<file path="config.mk">
export PLATFORM = sky130hd
export DESIGN_NAME = tdtmv_acc
export DESIGN_NICKNAME = d
export VERILOG_FILES = /design/src/hdl/tdtmv_pkg.sv /design/src/hdl/tdtmv_acc.sv
export SDC_FILE = /design/constraint.sdc
export NUM_CORES = 1
export LEC_CHECK = 0
export BUFFER_PORTS_ARGS = -buffer_cell sky130_fd_sc_hd__buf_2
export CAP_MARGIN = 20
export CORE_MARGIN = 2
export CORE_UTILIZATION = 54
export DETAILED_ROUTE_END_ITERATION = 10
export PLACE_DENSITY = 0.9
export SKIP_CTS_REPAIR_TIMING = 1
export SLEW_MARGIN = 20
export SYNTH_ARGS = -nofsm -noshare
export SYNTH_HDL_FRONTEND = slang
export SYNTH_SLANG_ARGS = --single-unit
</file>
<file path="constraint.sdc">
create_clock -name i_clk -period 6.7 [get_ports i_clk]
set_input_delay 1.34 -clock i_clk [delete_from_list [all_inputs] [get_ports i_clk]]
set_output_delay 1.34 -clock i_clk [all_outputs]
set_load 0.03 [all_outputs]
</file>
<file path="src/hdl/tdtmv_pkg.sv">
// Shared types and constants for the tridiagonal Toeplitz matrix-vector unit.
package tdtmv_pkg;

    localparam int SAMPLE_WIDTH  = 32;
    localparam int FRACTION_BITS = 16;
    localparam int PROD_WIDTH    = 2 * SAMPLE_WIDTH;
    localparam int SUM_WIDTH     = PROD_WIDTH + 2;
    localparam int CFG_IDX_WIDTH = 2;

    typedef logic signed [SAMPLE_WIDTH-1:0] t_sample;
    typedef logic signed [PROD_WIDTH-1:0]   t_prod;
    typedef logic signed [SUM_WIDTH-1:0]    t_sum;

    typedef enum logic [CFG_IDX_WIDTH-1:0] {
        CFG_DIAGONAL_GAIN = 2'd0,
        CFG_SIDE_GAIN     = 2'd1,
        CFG_ADDEND_GAIN   = 2'd2,
        CFG_UNUSED        = 2'd3
    } t_cfg_idx;

    typedef struct packed {
        t_sample alpha;
        t_sample beta;
        t_sample coeff;
    } t_gains;

    // Operands for one output element.
    typedef struct packed {
        t_sample center;
        t_sample left;
        t_sample right;
        t_sample addend;
        logic    last;
    } t_job;

    typedef struct packed {
        t_prod p_center;
        t_prod p_left;
        t_prod p_right;
        t_prod p_addend;
        logic  last;
    } t_prods;

endpackage

</file>
<file path="src/hdl/tdtmv_acc.sv">
// Sum, round half up and saturate stage feeding the output register.
module tdtmv_acc (
    input  logic              i_clk,
    input  logic              i_rst_n,
    input  logic              i_prod_valid,
    output logic              o_prod_ready,
    input  tdtmv_pkg::t_prods i_prods,
    output logic              o_valid,
    input  logic              i_ready,
    output tdtmv_pkg::t_sample o_result_value,
    output logic              o_result_last
);
    import tdtmv_pkg::*;

    localparam t_sum HALF    = (FRACTION_BITS > 0) ? t_sum'(1) <<< (FRACTION_BITS - 1) : '0;
    localparam t_sum SAT_MAX = t_sum'({1'b0, {(SAMPLE_WIDTH-1){1'b1}}});
    localparam t_sum SAT_MIN = -SAT_MAX - t_sum'(1);

    logic    r_valid;
    t_sample r_value, n_value;
    logic    r_last;
    t_sum    sum;
    t_sum    rounded;
    logic    stage_ready;

    assign stage_ready  = !r_valid || i_ready;
    assign o_prod_ready = stage_ready;

    always_comb begin
        sum = t_sum'(i_prods.p_center) + t_sum'(i_prods.p_left)
            + t_sum'(i_prods.p_right) + t_sum'(i_prods.p_addend);
        rounded = (sum + HALF) >>> FRACTION_BITS;
        if (rounded > SAT_MAX) begin
            n_value = SAT_MAX[SAMPLE_WIDTH-1:0];
        end else if (rounded < SAT_MIN) begin
            n_value = SAT_MIN[SAMPLE_WIDTH-1:0];
        end else begin
            n_value = rounded[SAMPLE_WIDTH-1:0];
        end
    end

    always_ff @(posedge i_clk) begin
        if (!i_rst_n) begin
            r_valid <= 1'b0;
        end else if (stage_ready) begin
            r_valid <= i_prod_valid;
        end
    end

    always_ff @(posedge i_clk) begin
        if (stage_ready && i_prod_valid) begin
            r_value <= n_value;
            r_last  <= i_prods.last;
        end
    end

    assign o_valid        = r_valid;
    assign o_result_value = r_value;
    assign o_result_last  = r_last;

endmodule

</file>
==> flow_metrics.py <==
metrics = {
    "status": {
        "status": "finished clean",
    },
    "drt": {
        "routed_wl_um": 26500,
        "viasPerCell": 5.410,
        "drt-pass1-iter-count": 6,
        "drt_iter0_drc": 488,
        "wl_per_cell_um": 15.94,
        "routed-via-count": 8991,
        "ant_nets": 0,
        "drcViolationCount": 0,
    },
    "pwr": {
        "p_leak_nw": 6.287,
        "ir_worst_vdd_mv": 0.2002,
        "power_density_nw_per_um2": 373.6,
    },
    "min_path": {
        "hold_path.class": "reg -> reg",
        "holdPathStages": 2,
    },
    "placement": {
        "preCtsSetupSlack_ns": 0.1635,
        "io_buffers": 295,
        "gp_congestion": 0.9578,
        "hpwl_um": 23550,
    },
    "timing": {
        "hold_viol_final": 0,
        "fin_crit_sh_pct": 93.68,
        "drv_slew": 0,
        "finalSetupTns_ns": 0,
        "fmax_mhz": 159.3,
        "setup_viol_count_final": 0,
        "setup_ws_ns": 0.4237,
        "period_needed_ns": 6.276,
        "worstMarginPinSlew_ns": 0.6696,
        "relSlewSlack_pct": 54.89,
        "clock_skew_ns": 0.008458,
        "worst_hold_slack_ns": 0.5502,
        "rsz0062_at_grt": "false",
    },
    "finish": {
        "final_common_cell": "buf_2",
        "syn_to_final_growth_pct": 19.60,
        "layout-drive-gt1-share_pct": 24.08,
        "n_antenna_cell": 0,
        "n_fill_cell": 1458,
        "nNetsFinal": 1950,
        "layout_common_cells": "buf_2, inv_1, fa_1, ha_1, a21oi_1",
    },
    "synthesis": {
        "synth_top_family_by_area": "adder cells",
        "synth.avg_cell_area_um2": 8.399,
        "syn_nets": 1663,
        "ys_seq_area_share_pct": 10.48,
        "synth-seq-cells": 34,
        "syn_area_um2": 9651,
        "synth_edf_count": 33,
        "synth_mux_area_share_pct": 0.4278,
        "synthFlopType": "edfxtp_1",
        "yosysUniqueCellTypes": 70,
        "synthAdderAreaFrac_pct": 42.76,
        "syn_inst": 1149,
        "synthSimpleGateAreaFrac_pct": 12.12,
        "synthXorXnorAreaFrac_pct": 4.266,
        "yosysWarnings": 0,
        "synth_compound_area_share_pct": 16.95,
        "async_flop_share_pct": 0,
    },
    "global_routing": {
        "grt_pass1_vias": 9344,
        "grt_start_max_net_pins": 34,
        "grt_pass1_wl_um": 42790,
        "grt_usage_pct": 28.47,
        "grt-ovfl-total": 0,
        "antenna_found_initial": 0,
    },
    "clock_network": {
        "clk_latency_ns": 0.29,
        "clk_path_buf_depth": 2,
        "cts_tree": "yes",
        "clkTransAtPathRegs_ns": 0.05,
        "numCtsBuffers": 5,
        "cts_root_buffer": "clkbuf_16",
        "cts_max_level": 2,
        "cts.sinks": 34,
    },
    "setup_path": {
        "crit_required_ns": 6.74,
        "r2r_cells": 3,
        "path_max_fanout": 31,
        "critical_path_class": "in -> reg",
        "critPathLaunchType": "input pin",
        "end_kind": "register",
        "worstPathArrival_ns": 6.32,
    },
    "floorplan": {
        "ios": 296,
        "rows": 48,
        "core_um2": 17360,
        "die_h_um": 137.7,
        "start_util_pct": 55.60,
        "die_w_um": 137.7,
        "die_area_um2": 18960,
    },
    "run": {
        "maxCapViolCount": 0,
    },
}
## power by group
part	internal (mW)	switching (mW)	leakage [nW]
registers	0.430	0.0262	0.318
logic	1.40	2.23	5.90
clock network	0.136	0.0932	0.0672
## final cells by class
class | instances | area [um^2] | share of cell area [%]
multi-input combinational | 797 | 7391 | 64.03
inverter | 282 | 1059 | 9.171
timing repair buffer | 316 | 1659 | 14.37
tap | 225 | 281.5 | 2.439
clock inverter | 3 | 16.27 | 0.1409
clock buffer | 5 | 125.1 | 1.084
sequential | 34 | 1011 | 8.759
## critical path, stage by stage
cell,delay (ns)
buf_2,0.07
inv_1,0.04
fa_1,0.53
inv_1,0.06
fa_1,0.43
fa_1,0.47
ha_1,0.33
buf_4,0.17
and4_2,0.19
a21bo_1,0.19
a31oi_1,0.30
o221ai_1,0.16
or3_1,0.50
a31oi_1,0.26
xor2_1,0.24
nand4_1,0.11
nor4_1,0.35
a31oi_2,0.16
buf_12,0.20
a21o_2,0.20
## worst paths after layout
kind,from,to,slack [ns]
setup / recovery,i_prods[15],o_result_value[17],0.42
hold / removal,o_valid,o_valid,0.55
hold reg to reg,o_valid,o_valid,0.55
setup reg to reg,o_valid,o_result_value[25],5.40
## cell usage after synthesis (2+ instances only)
cell type    n  share of area (%)
nand4b_1     2               0.18
clkbuf_1    22               0.86
o211ai_1     3               0.23
o2111ai_1    2               0.18
ha_1       125                 16
clkbuf_2     2               0.10
a31oi_1      8               0.52
nor3_1      13               0.67
xor2_1      18                1.6
nor4_2       2               0.26
o22ai_1      2               0.13
a211oi_1     7               0.54
and3_1       2               0.13
a221oi_1     4               0.36
xnor2_1     29                2.6
or2_2        2               0.13
inv_1      282                 11
nand3_1     11               0.57
a32oi_1      2               0.18
mux2i_1      3               0.31
nor2_1      50                1.9
nand2_1     83                3.2
a21oi_1     90                4.7
fa_1       128                 27
o21ai_1      6               0.31
edfxtp_1    33                 10
a21boi_0     3               0.23
nor4_1       7               0.45
o21bai_1     7               0.54
and2_1       3               0.19
or3_1        4               0.26
a21o_1      41                3.2
o31ai_1      2               0.16
buf_2        5               0.26
o41ai_2      2               0.34
a311oi_1     2               0.18
nand4_1     33                2.1
o21ai_0     57                3.0
o21a_1       6               0.47
nand2b_1     9               0.58
nand3_2      2               0.21
buf_6        7               0.82
## metal layers
| layer | part of all wire [%] | up-vias | GRT usage (%) |
|---|---|---|---|
| met5 | 0 | - | 0 |
| met4 | 2.1 | 0 | 7.446 |
| met3 | 6.6 | 42 | 4.084 |
| met2 | 51 | 337 | 54.01 |
| met1 | 40 | 4264 | 33.34 |
| li1 | - | 4348 | - |
## sequential cells by signal (all words and copies together) (netlist names)
signal and cells:
o_result_value 32, o_result_last 1, o_valid 1
## kinds of logic (layout without fill, tap and decap cells)
family,Yosys count,in the layout
and+or+nand+nor,234,234
xor gates and xnor gates,47,47
DFF,34,34
adders and majority gates,253,253
buffers and inverters,318,606
muxes,4,4
AOI/OAI and AO/OA,259,259
## per-stage QoR
stage | instances | utilization (%) | power (mW) | area (um^2)
3_3_place_gp | 1654 | 65.69 | 3.976 | 11400
4_1_cts | 1662 | 66.50 | 4.299 | 11540
2_1_floorplan | 1149 | - | 3.091 | 9651
5_1_grt | 1662 | 66.50 | 4.724 | 11540
6_report | 1662 | 66.50 | 4.312 | 11540
3_5_place_dp | 1654 | 65.69 | 4.037 | 11400
(Power assumes the default switching activity.)
