## src/hdl/tdtmv_pkg.sv

```systemverilog
// Shared types and constants for the tridiagonal Toeplitz matrix-vector unit.
package tdtmv_pkg;

    localparam int SAMPLE_WIDTH  = 32;
    localparam int FRACTION_BITS = 16;
    localparam int PROD_WIDTH    = 2 * SAMPLE_WIDTH;
    localparam int SUM_WIDTH     = PROD_WIDTH + 2;
    localparam int CFG_IDX_WIDTH = 2;

    typedef logic signed [SAMPLE_WIDTH-1:0] t_sample;
    typedef logic signed [PROD_WIDTH-1:0]   t_prod;
    typedef logic signed [SUM_WIDTH-1:0]    t_sum;

    typedef enum logic [CFG_IDX_WIDTH-1:0] {
        CFG_DIAGONAL_GAIN = 2'd0,
        CFG_SIDE_GAIN     = 2'd1,
        CFG_ADDEND_GAIN   = 2'd2,
        CFG_UNUSED        = 2'd3
    } t_cfg_idx;

    typedef struct packed {
        t_sample alpha;
        t_sample beta;
        t_sample coeff;
    } t_gains;

    // Operands for one output element.
    typedef struct packed {
        t_sample center;
        t_sample left;
        t_sample right;
        t_sample addend;
        logic    last;
    } t_job;

    typedef struct packed {
        t_prod p_center;
        t_prod p_left;
        t_prod p_right;
        t_prod p_addend;
        logic  last;
    } t_prods;

endpackage

```

## src/hdl/tdtmv_seq.sv

```systemverilog
// Element sequencer: holds neighbor state and issues up to two result jobs per request.
module tdtmv_seq (
    input  logic              i_clk,
    input  logic              i_rst_n,
    input  logic              i_valid,
    output logic              o_ready,
    input  tdtmv_pkg::t_sample i_vector_sample,
    input  tdtmv_pkg::t_sample i_addend_sample,
    input  logic              i_is_last,
    input  logic              i_job_ready,
    output logic              o_job_valid,
    output tdtmv_pkg::t_job   o_job
);
    import tdtmv_pkg::*;

    logic    r_job_valid, n_job_valid;
    t_job    r_job, n_job;
    logic    r_extra_valid, n_extra_valid;
    t_job    r_extra, n_extra;
    t_sample r_center, n_center;
    t_sample r_left, n_left;
    t_sample r_addend, n_addend;
    logic    r_pending, n_pending;
    logic    r_left_present, n_left_present;
    logic    stage_ready;
    logic    accept;

    assign stage_ready = !r_job_valid || i_job_ready;
    assign o_ready     = stage_ready && !r_extra_valid;
    assign accept      = i_valid && o_ready;

    always_comb begin
        n_job_valid    = r_job_valid;
        n_job          = r_job;
        n_extra_valid  = r_extra_valid;
        n_extra        = r_extra;
        n_center       = r_center;
        n_left         = r_left;
        n_addend       = r_addend;
        n_pending      = r_pending;
        n_left_present = r_left_present;

        if (stage_ready) begin
            n_job_valid = 1'b0;
        end
        if (r_extra_valid && stage_ready) begin
            n_job         = r_extra;
            n_job_valid   = 1'b1;
            n_extra_valid = 1'b0;
        end

        if (accept) begin
            if (r_pending) begin
                n_job.center = r_center;
                n_job.left   = r_left_present ? r_left : '0;
                n_job.right  = i_vector_sample;
                n_job.addend = r_addend;
                n_job.last   = 1'b0;
                n_job_valid  = 1'b1;
                if (i_is_last) begin
                    n_extra.center = i_vector_sample;
                    n_extra.left   = r_center;
                    n_extra.right  = '0;
                    n_extra.addend = i_addend_sample;
                    n_extra.last   = 1'b1;
                    n_extra_valid  = 1'b1;
                    n_pending      = 1'b0;
                    n_left_present = 1'b0;
                end else begin
                    n_left         = r_center;
                    n_left_present = 1'b1;
                    n_center       = i_vector_sample;
                    n_addend       = i_addend_sample;
                end
            end else begin
                n_left_present = 1'b0;
                if (i_is_last) begin
                    n_job.center = i_vector_sample;
                    n_job.left   = '0;
                    n_job.right  = '0;
                    n_job.addend = i_addend_sample;
                    n_job.last   = 1'b1;
                    n_job_valid  = 1'b1;
                end else begin
                    n_center  = i_vector_sample;
                    n_addend  = i_addend_sample;
                    n_pending = 1'b1;
                end
            end
        end
    end

    always_ff @(posedge i_clk) begin
        if (!i_rst_n) begin
            r_job_valid    <= 1'b0;
            r_extra_valid  <= 1'b0;
            r_pending      <= 1'b0;
            r_left_present <= 1'b0;
        end else begin
            r_job_valid    <= n_job_valid;
            r_extra_valid  <= n_extra_valid;
            r_pending      <= n_pending;
            r_left_present <= n_left_present;
        end
    end

    always_ff @(posedge i_clk) begin
        r_job    <= n_job;
        r_extra  <= n_extra;
        r_center <= n_center;
        r_left   <= n_left;
        r_addend <= n_addend;
    end

    assign o_job_valid = r_job_valid;
    assign o_job       = r_job;

endmodule

```

## config.mk

```make
export PLATFORM = sky130hd
export DESIGN_NAME = tdtmv_seq
export DESIGN_NICKNAME = d
export VERILOG_FILES = /design/src/hdl/tdtmv_pkg.sv /design/src/hdl/tdtmv_seq.sv
export SDC_FILE = /design/constraint.sdc
export NUM_CORES = 1
export LEC_CHECK = 0
export BUFFER_PORTS_ARGS = -buffer_cell sky130_fd_sc_hd__buf_2
export CORE_MARGIN = 2
export CORE_UTILIZATION = 45
export CTS_BUF_LIST = sky130_fd_sc_hd__clkbuf_8 sky130_fd_sc_hd__clkbuf_16
export DETAILED_ROUTE_END_ITERATION = 8
export HOLD_SLACK_MARGIN = 0.1
export PLACE_DENSITY = 0.69
export RECOVER_POWER = 50
export SETUP_SLACK_MARGIN = 0.2
export SYNTH_ARGS = -nofsm -noshare
export SYNTH_HDL_FRONTEND = slang
export SYNTH_SLANG_ARGS = --single-unit
```

## constraint.sdc

```tcl
create_clock -name i_clk -period 12.6 [get_ports i_clk]
set_input_delay 2.52 -clock i_clk [delete_from_list [all_inputs] [get_ports i_clk]]
set_output_delay 2.52 -clock i_clk [all_outputs]
set_load 0.02 [all_outputs]
```

==> flow_summary_export.csv, run 1 <==
group,metric,value,unit
timing,hold_ws,440,ps
worst_setup_path,crit_chain,"buf_2, nand2b_1, and3_1, nand2_1, nor2_4, buf_4",
detailed_routing,drc_errors,0,
clock_tree,cts-root-buf,"clkbuf_16",
synth,synth_top_area_share,50.6,%
synth,synth_top_area_cell,"edfxtp_1",
detailed_routing,antenna_left,0,
clock_tree,postCtsSetupRepairBufs,0,
synth,syn-num-nets,805,
worst_setup_path,start_kind,"primary input",
floorplanning,start_util,45.5,%
global_routing,grt.overflow.total,0,
power_and_ir_drop,combPwrFrac,11.6,%
floorplanning,ios,200,
detailed_routing,via_count,7118,
timing,rsz0062_at_grt,"no",
cells_and_area,layout-drive-gt1-share,10.6,%
global_routing,grt_max_degree,63,
cells_and_area,antenna_cells,0,
placement,place_congestion,0.791,
floorplanning,dieHeight,163,um
worst_setup_path,end_kind,"flop",
timing,finalCriticalPeriod,6240,ps
clock_tree,cts_sinks,325,
synth,postSynthAreaPerCell,15.5,um2
synth,yosysSeqAreaShare,74.0,%
cells_and_area,syn_to_final_growth,18.1,%
timing,drv_slew,111,
power_and_ir_drop,pwr-share-clk,38.5,%
clock_tree,insertion_delay,510,ps
synth,ys_ff_latch,325,
clock_tree,cts_tree,"done",
cells_and_area,finalNetCount,993,
power_and_ir_drop,peakVddDrop,0.147,mV
timing,maxSlewHeadroom,-15.0,%
clock_tree,cts-htree-levels,2,
detailed_routing,vias_per_cell,5.57,
timing,finalSetupViolCount,0,
floorplanning,die_w,163,um
detailed_routing,drt_iter0_markers,487,
global_routing,grt_usage,19.4,%
global_routing,grt_pass1_vias,6908,
synth,synth_warnings,0,
synth,synth.distinct_cells,33,
cells_and_area,final_common_cell,"edfxtp_1",
timing,fmaxAchievable,0.160,GHz
global_routing,antenna_found_initial,0,
status,status,"finished, violations left",
synth,synth_area_leaders,"edfxtp_1 (51%), dfxtp_1 (23%), mux2i_1 (5.4%)",
worst_setup_path,critical_path.slowest_cell,"and3_1",
placement,post-dp-hpwl,15.4,mm
floorplanning,dieArea,26600,um2
status,failed_checks,"max-capacitance violations, max-slew violations",
worst_setup_path,required,12730,ps
detailed_routing,wl_per_cell,20.5,um
clock_tree,cts_inserted_buffers,34,
timing,fin_worst_skew,19.8,ps
worst_setup_path,crit_type,"primary input to flop",
timing,finalSetupTns,0,ps
power_and_ir_drop,p_switching,0.000649,W
timing,final-hold-violation-count,0,
floorplanning,design.core.area,25000,um2
clock_tree,cts_hold_buf,0,
worst_setup_path,cp.arrival,6370,ps
floorplanning,row_count,58,
synth,syn_inst,736,
power_and_ir_drop,p_leak,5.02,nW
cells_and_area,layout_common_cells,"edfxtp_1 (192), clkbuf_1 (181), dfxtp_1 (132), nand2_1 (70), o22ai_1 (64)",
power_and_ir_drop,power_density,188,nW/um2
hold_path,hold_class,"flop to flop",
power_and_ir_drop,seqPwrFrac,49.9,%
clock_tree,cts.reportedPaths.clkPinSlew,60,ps
detailed_routing,wirelength,26.2,mm
clock_tree,cts_resized,0,
worst_setup_path,max_stage_delay,1260,ps
placement,portBuffers,199,
synth,syn_area,11400,um2
job,maxCapViolations,3,
power_and_ir_drop,finalPower,0.00252,W
power_and_ir_drop,switching_share,25.7,%
timing,worstMarginPinSlew,1730,ps
global_routing,grt_first_pass_wirelength,39.8,mm
clock_tree,clockBufferDepth,3,
detailed_routing,firstDrtPassIters,5,
worst_setup_path,path_max_fanout,60,
timing,fin_crit_sh,49.5,%
cells_and_area,nFillCells,2127,
power_and_ir_drop,p_int,0.00188,W
per-stage QoR:
step / area [um2] / utilization [%] / setup WS (ps) / std cells
finish: 13400 / 53.7 / 6360 / 1279
global route: 13400 / 53.7 / 6030 / 1279
CTS: 13700 / 54.7 / 6990 / 1279
detailed placement: 12600 / 50.3 / 6830 / 1218
global placement: 12600 / 50.3 / 6870 / 1218
floorplan: 11400 / - / 4870 / 736
synthesized netlist by cell type, drive strengths merged:
cell and instances:
nand2 72, buf 46, a2bb2oi 1, a21oi 3
o21ai 3, a211oi 1, nand3 3, and3 2
and4 1, a32oi 33, o2bb2ai 32, o22ai 64
edfxtp 192, dfxtp 133, nor2b 2, a22oi 31
a21boi 1, clkbuf 9, inv 4, mux2i 62
nor2 8, nand2b 1, a22o 32
metal layers:
metal  vias up  part of all wire [%]  track usage [%]
met1      3531                    45             27.9
li1       3276                     -                -
met3        41                   7.2             4.14
met4         0                   2.1             5.91
met2       270                    46             29.5
met5         -                     0                0
registers in the layout (all words and copies together), names as in the netlist:
signal / count
r_addend: 32
r_extra: 96
r_center: 32
r_extra_valid: 1
o_job_valid: 1
r_pending: 1
o_job: 129
r_left: 32
r_left_present: 1
critical path, delay by kind of cell:
family,cells,cell delay (ps)
buffers and inverters,2,910
AND/OR/NAND/NOR,4,2860
power by group through the flow:
stage,clock (W),sequential (W),combinational (W)
2_1_floorplan,0,0.00135,0.000117
3_3_place_gp,0,0.00128,0.000307
3_5_place_dp,0,0.00128,0.000313
4_1_cts,0.000991,0.00126,0.000314
5_1_grt,0.00103,0.00127,0.000316
6_report,0.000973,0.00126,0.000292
final timing paths:
| path | startpoint | endpoint | slack [ps] | cells after the start |
|---|---|---|---|---|
| worst max register to register | o_job_valid$_SDFF_PN0_ | r_extra[20]$_DFFE_PP_ | 8170 | 5 |
| worst max-delay path | i_job_ready | r_extra[20]$_DFFE_PP_ | 6360 | 6 |
| worst min-delay path | r_left[10]$_DFFE_PP_ | o_job[75]$_DFF_P_ | 440 | 1 |
| worst min register to register | r_left[10]$_DFFE_PP_ | o_job[75]$_DFF_P_ | 440 | 1 |
cell families after synthesis:
| group | after synthesis | synth area share, % |
|---|---|---|
| mux | 62 | 5.45 |
| compound gates | 201 | 14.3 |
| simple gates | 89 | 3.40 |
| flops | 325 | 74.0 |
| buf+inv | 59 | 2.89 |
final cells by class:
class / count / area (um2) / share of cell area, %
clock buffer: 43 / 986 / 7.33
clock inverter: 18 / 128 / 0.949
inverter: 4 / 15.0 / 0.112
multi-input combinational: 352 / 2650 / 19.7
sequential: 325 / 8430 / 62.7
tap: 330 / 413 / 3.07
timing repair buffer: 207 / 827 / 6.15
Power figures use the tool's default switching activity.
==> run 2, diff against run 1 <==
PLACE_DENSITY = 0.72   (was 0.69)
clock period = 5.5 ns   (was 12.6 ns; I/O delays follow)
==> flow_summary_export.csv, run 2 (synthesis gave the netlist of run 1 again) <==
group,metric,value,unit
timing,maxSlewHeadroom,-27.0,%
detailed_routing,wirelength,26.4,mm
hold_path,hold_class,"flop to flop",
global_routing,grt_usage,19.5,%
worst_setup_path,critical_path.slowest_cell,"and3_1",
cells_and_area,layout_common_cells,"clkbuf_1 (195), edfxtp_1 (192), dfxtp_1 (132), nand2_1 (71), o22ai_1 (64)",
power_and_ir_drop,peakVddDrop,0.308,mV
placement,place_ws,1850,ps
floorplanning,design.core.area,25000,um2
detailed_routing,vias_per_cell,5.55,
floorplanning,dieArea,26600,um2
clock_tree,cts_tree,"done",
detailed_routing,wl_per_cell,20.6,um
placement,post-dp-hpwl,15.7,mm
clock_tree,cts-htree-levels,2,
clock_tree,cts-root-buf,"clkbuf_16",
timing,drv_slew,104,
clock_tree,clockBufferDepth,3,
worst_setup_path,start_kind,"primary input",
job,maxCapViolations,3,
clock_tree,cts_resized,0,
power_and_ir_drop,p_leak,5.02,nW
detailed_routing,drt_iter0_markers,487,
cells_and_area,largest_register_ff_count,129,
clock_tree,cts_sinks,325,
global_routing,grt.overflow.total,0,
worst_setup_path,cp.arrival,4280,ps
timing,finalWorstSetupSlack,1400,ps
cells_and_area,final_common_cell,"clkbuf_1",
worst_setup_path,required,5680,ps
cells_and_area,layout-drive-gt1-share,9.64,%
status,failed_checks,"max-capacitance violations, max-slew violations",
timing,final-hold-violation-count,0,
placement,place_congestion,0.760,
status,status,"finished, violations left",
power_and_ir_drop,power_density,428,nW/um2
detailed_routing,via_count,7135,
cells_and_area,syn_to_final_growth,18.4,%
floorplanning,die_w,163,um
clock_tree,cts_inserted_buffers,34,
worst_setup_path,max_stage_delay,1320,ps
global_routing,grt_max_degree,57,
timing,finalSetupTns,0,ps
global_routing,antenna_found_initial,1,
floorplanning,start_util,45.5,%
global_routing,grt_pass1_vias,6942,
floorplanning,dieHeight,163,um
timing,finalSetupViolCount,0,
worst_setup_path,end_kind,"flop",
worst_setup_path,path_max_fanout,39,
detailed_routing,firstDrtPassIters,4,
timing,fin_crit_sh,74.6,%
clock_tree,insertion_delay,500,ps
detailed_routing,antenna_left,0,
timing,worstMarginPinSlew,1910,ps
timing,fin_worst_skew,15.2,ps
clock_tree,cts_hold_buf,0,
timing,fmaxAchievable,0.244,GHz
worst_setup_path,crit_type,"primary input to flop",
clock_tree,cts.reportedPaths.clkPinSlew,60,ps
worst_setup_path,crit_chain,"buf_2, nand2b_4, and3_1, nand2_1, nor2_4, buf_12",
timing,rsz0062_at_grt,"no",
cells_and_area,finalNetCount,998,
floorplanning,ios,200,
floorplanning,row_count,58,
clock_tree,postCtsSetupRepairBufs,0,
placement,portBuffers,199,
global_routing,grt_first_pass_wirelength,40.0,mm
timing,finalCriticalPeriod,4100,ps
detailed_routing,drc_errors,0,
run 2: path summary, 6_finish.rpt:
path / from / end / slack, ps / cells past startpoint
max reg2reg: r_extra_valid$_SDFF_PN0_ / r_extra[66]$_DFFE_PP_ / 1770 / 5
min: r_left[18]$_DFFE_PP_ / o_job[83]$_DFF_P_ / 440 / 1
min reg2reg: r_left[18]$_DFFE_PP_ / o_job[83]$_DFF_P_ / 440 / 1
max: i_job_ready / r_extra[66]$_DFFE_PP_ / 1400 / 6
run 2: layer usage:
metal / GRT usage [%] / vias to the layer above / wire length, um
li1: - / 3291 / -
met1: 26.9 / 3522 / 11300
met2: 31.1 / 283 / 12600
met3: 4.29 / 39 / 2020
met4: 5.55 / 0 / 509
met5: 0 / - / 0
run 2: critical path: cells and delay by family:
family,cells,cell delay (ps)
and+or+nand+nor,4,2700
buffers and inverters,2,420
run 2: through the flow:
| step | utilization (%) | cells | cell area, um2 | power [W] | hold WS (ps) |
|---|---|---|---|---|---|
| 2_1_floorplan | - | 736 | 11400 | 0.00335 | 426 |
| 3_3_place_gp | 50.5 | 1223 | 12600 | 0.00363 | 428 |
| 3_5_place_dp | 50.5 | 1223 | 12600 | 0.00365 | 432 |
| 4_1_cts | 54.9 | 1284 | 13700 | 0.00586 | 446 |
| 5_1_grt | 53.9 | 1284 | 13500 | 0.00598 | 459 |
| 6_report | 53.9 | 1285 | 13500 | 0.00577 | 444 |
run 2: power by group:
part	total, W	internal [W]	switching, W
logic	0.000662	0.000205	0.000457
clock network	0.00222	0.00133	0.000888
registers	0.00289	0.00277	0.000120
run 2: layout make-up:
cell class | instances | area (um2)
tap | 330 | 413
fill | 2124 | 11500
antenna | 1 | 2.50
timing repair buffer | 212 | 870
inverter | 4 | 15.0
clock buffer | 40 | 956
sequential | 325 | 8430
multi-input combinational | 352 | 2660
clock inverter | 21 | 143
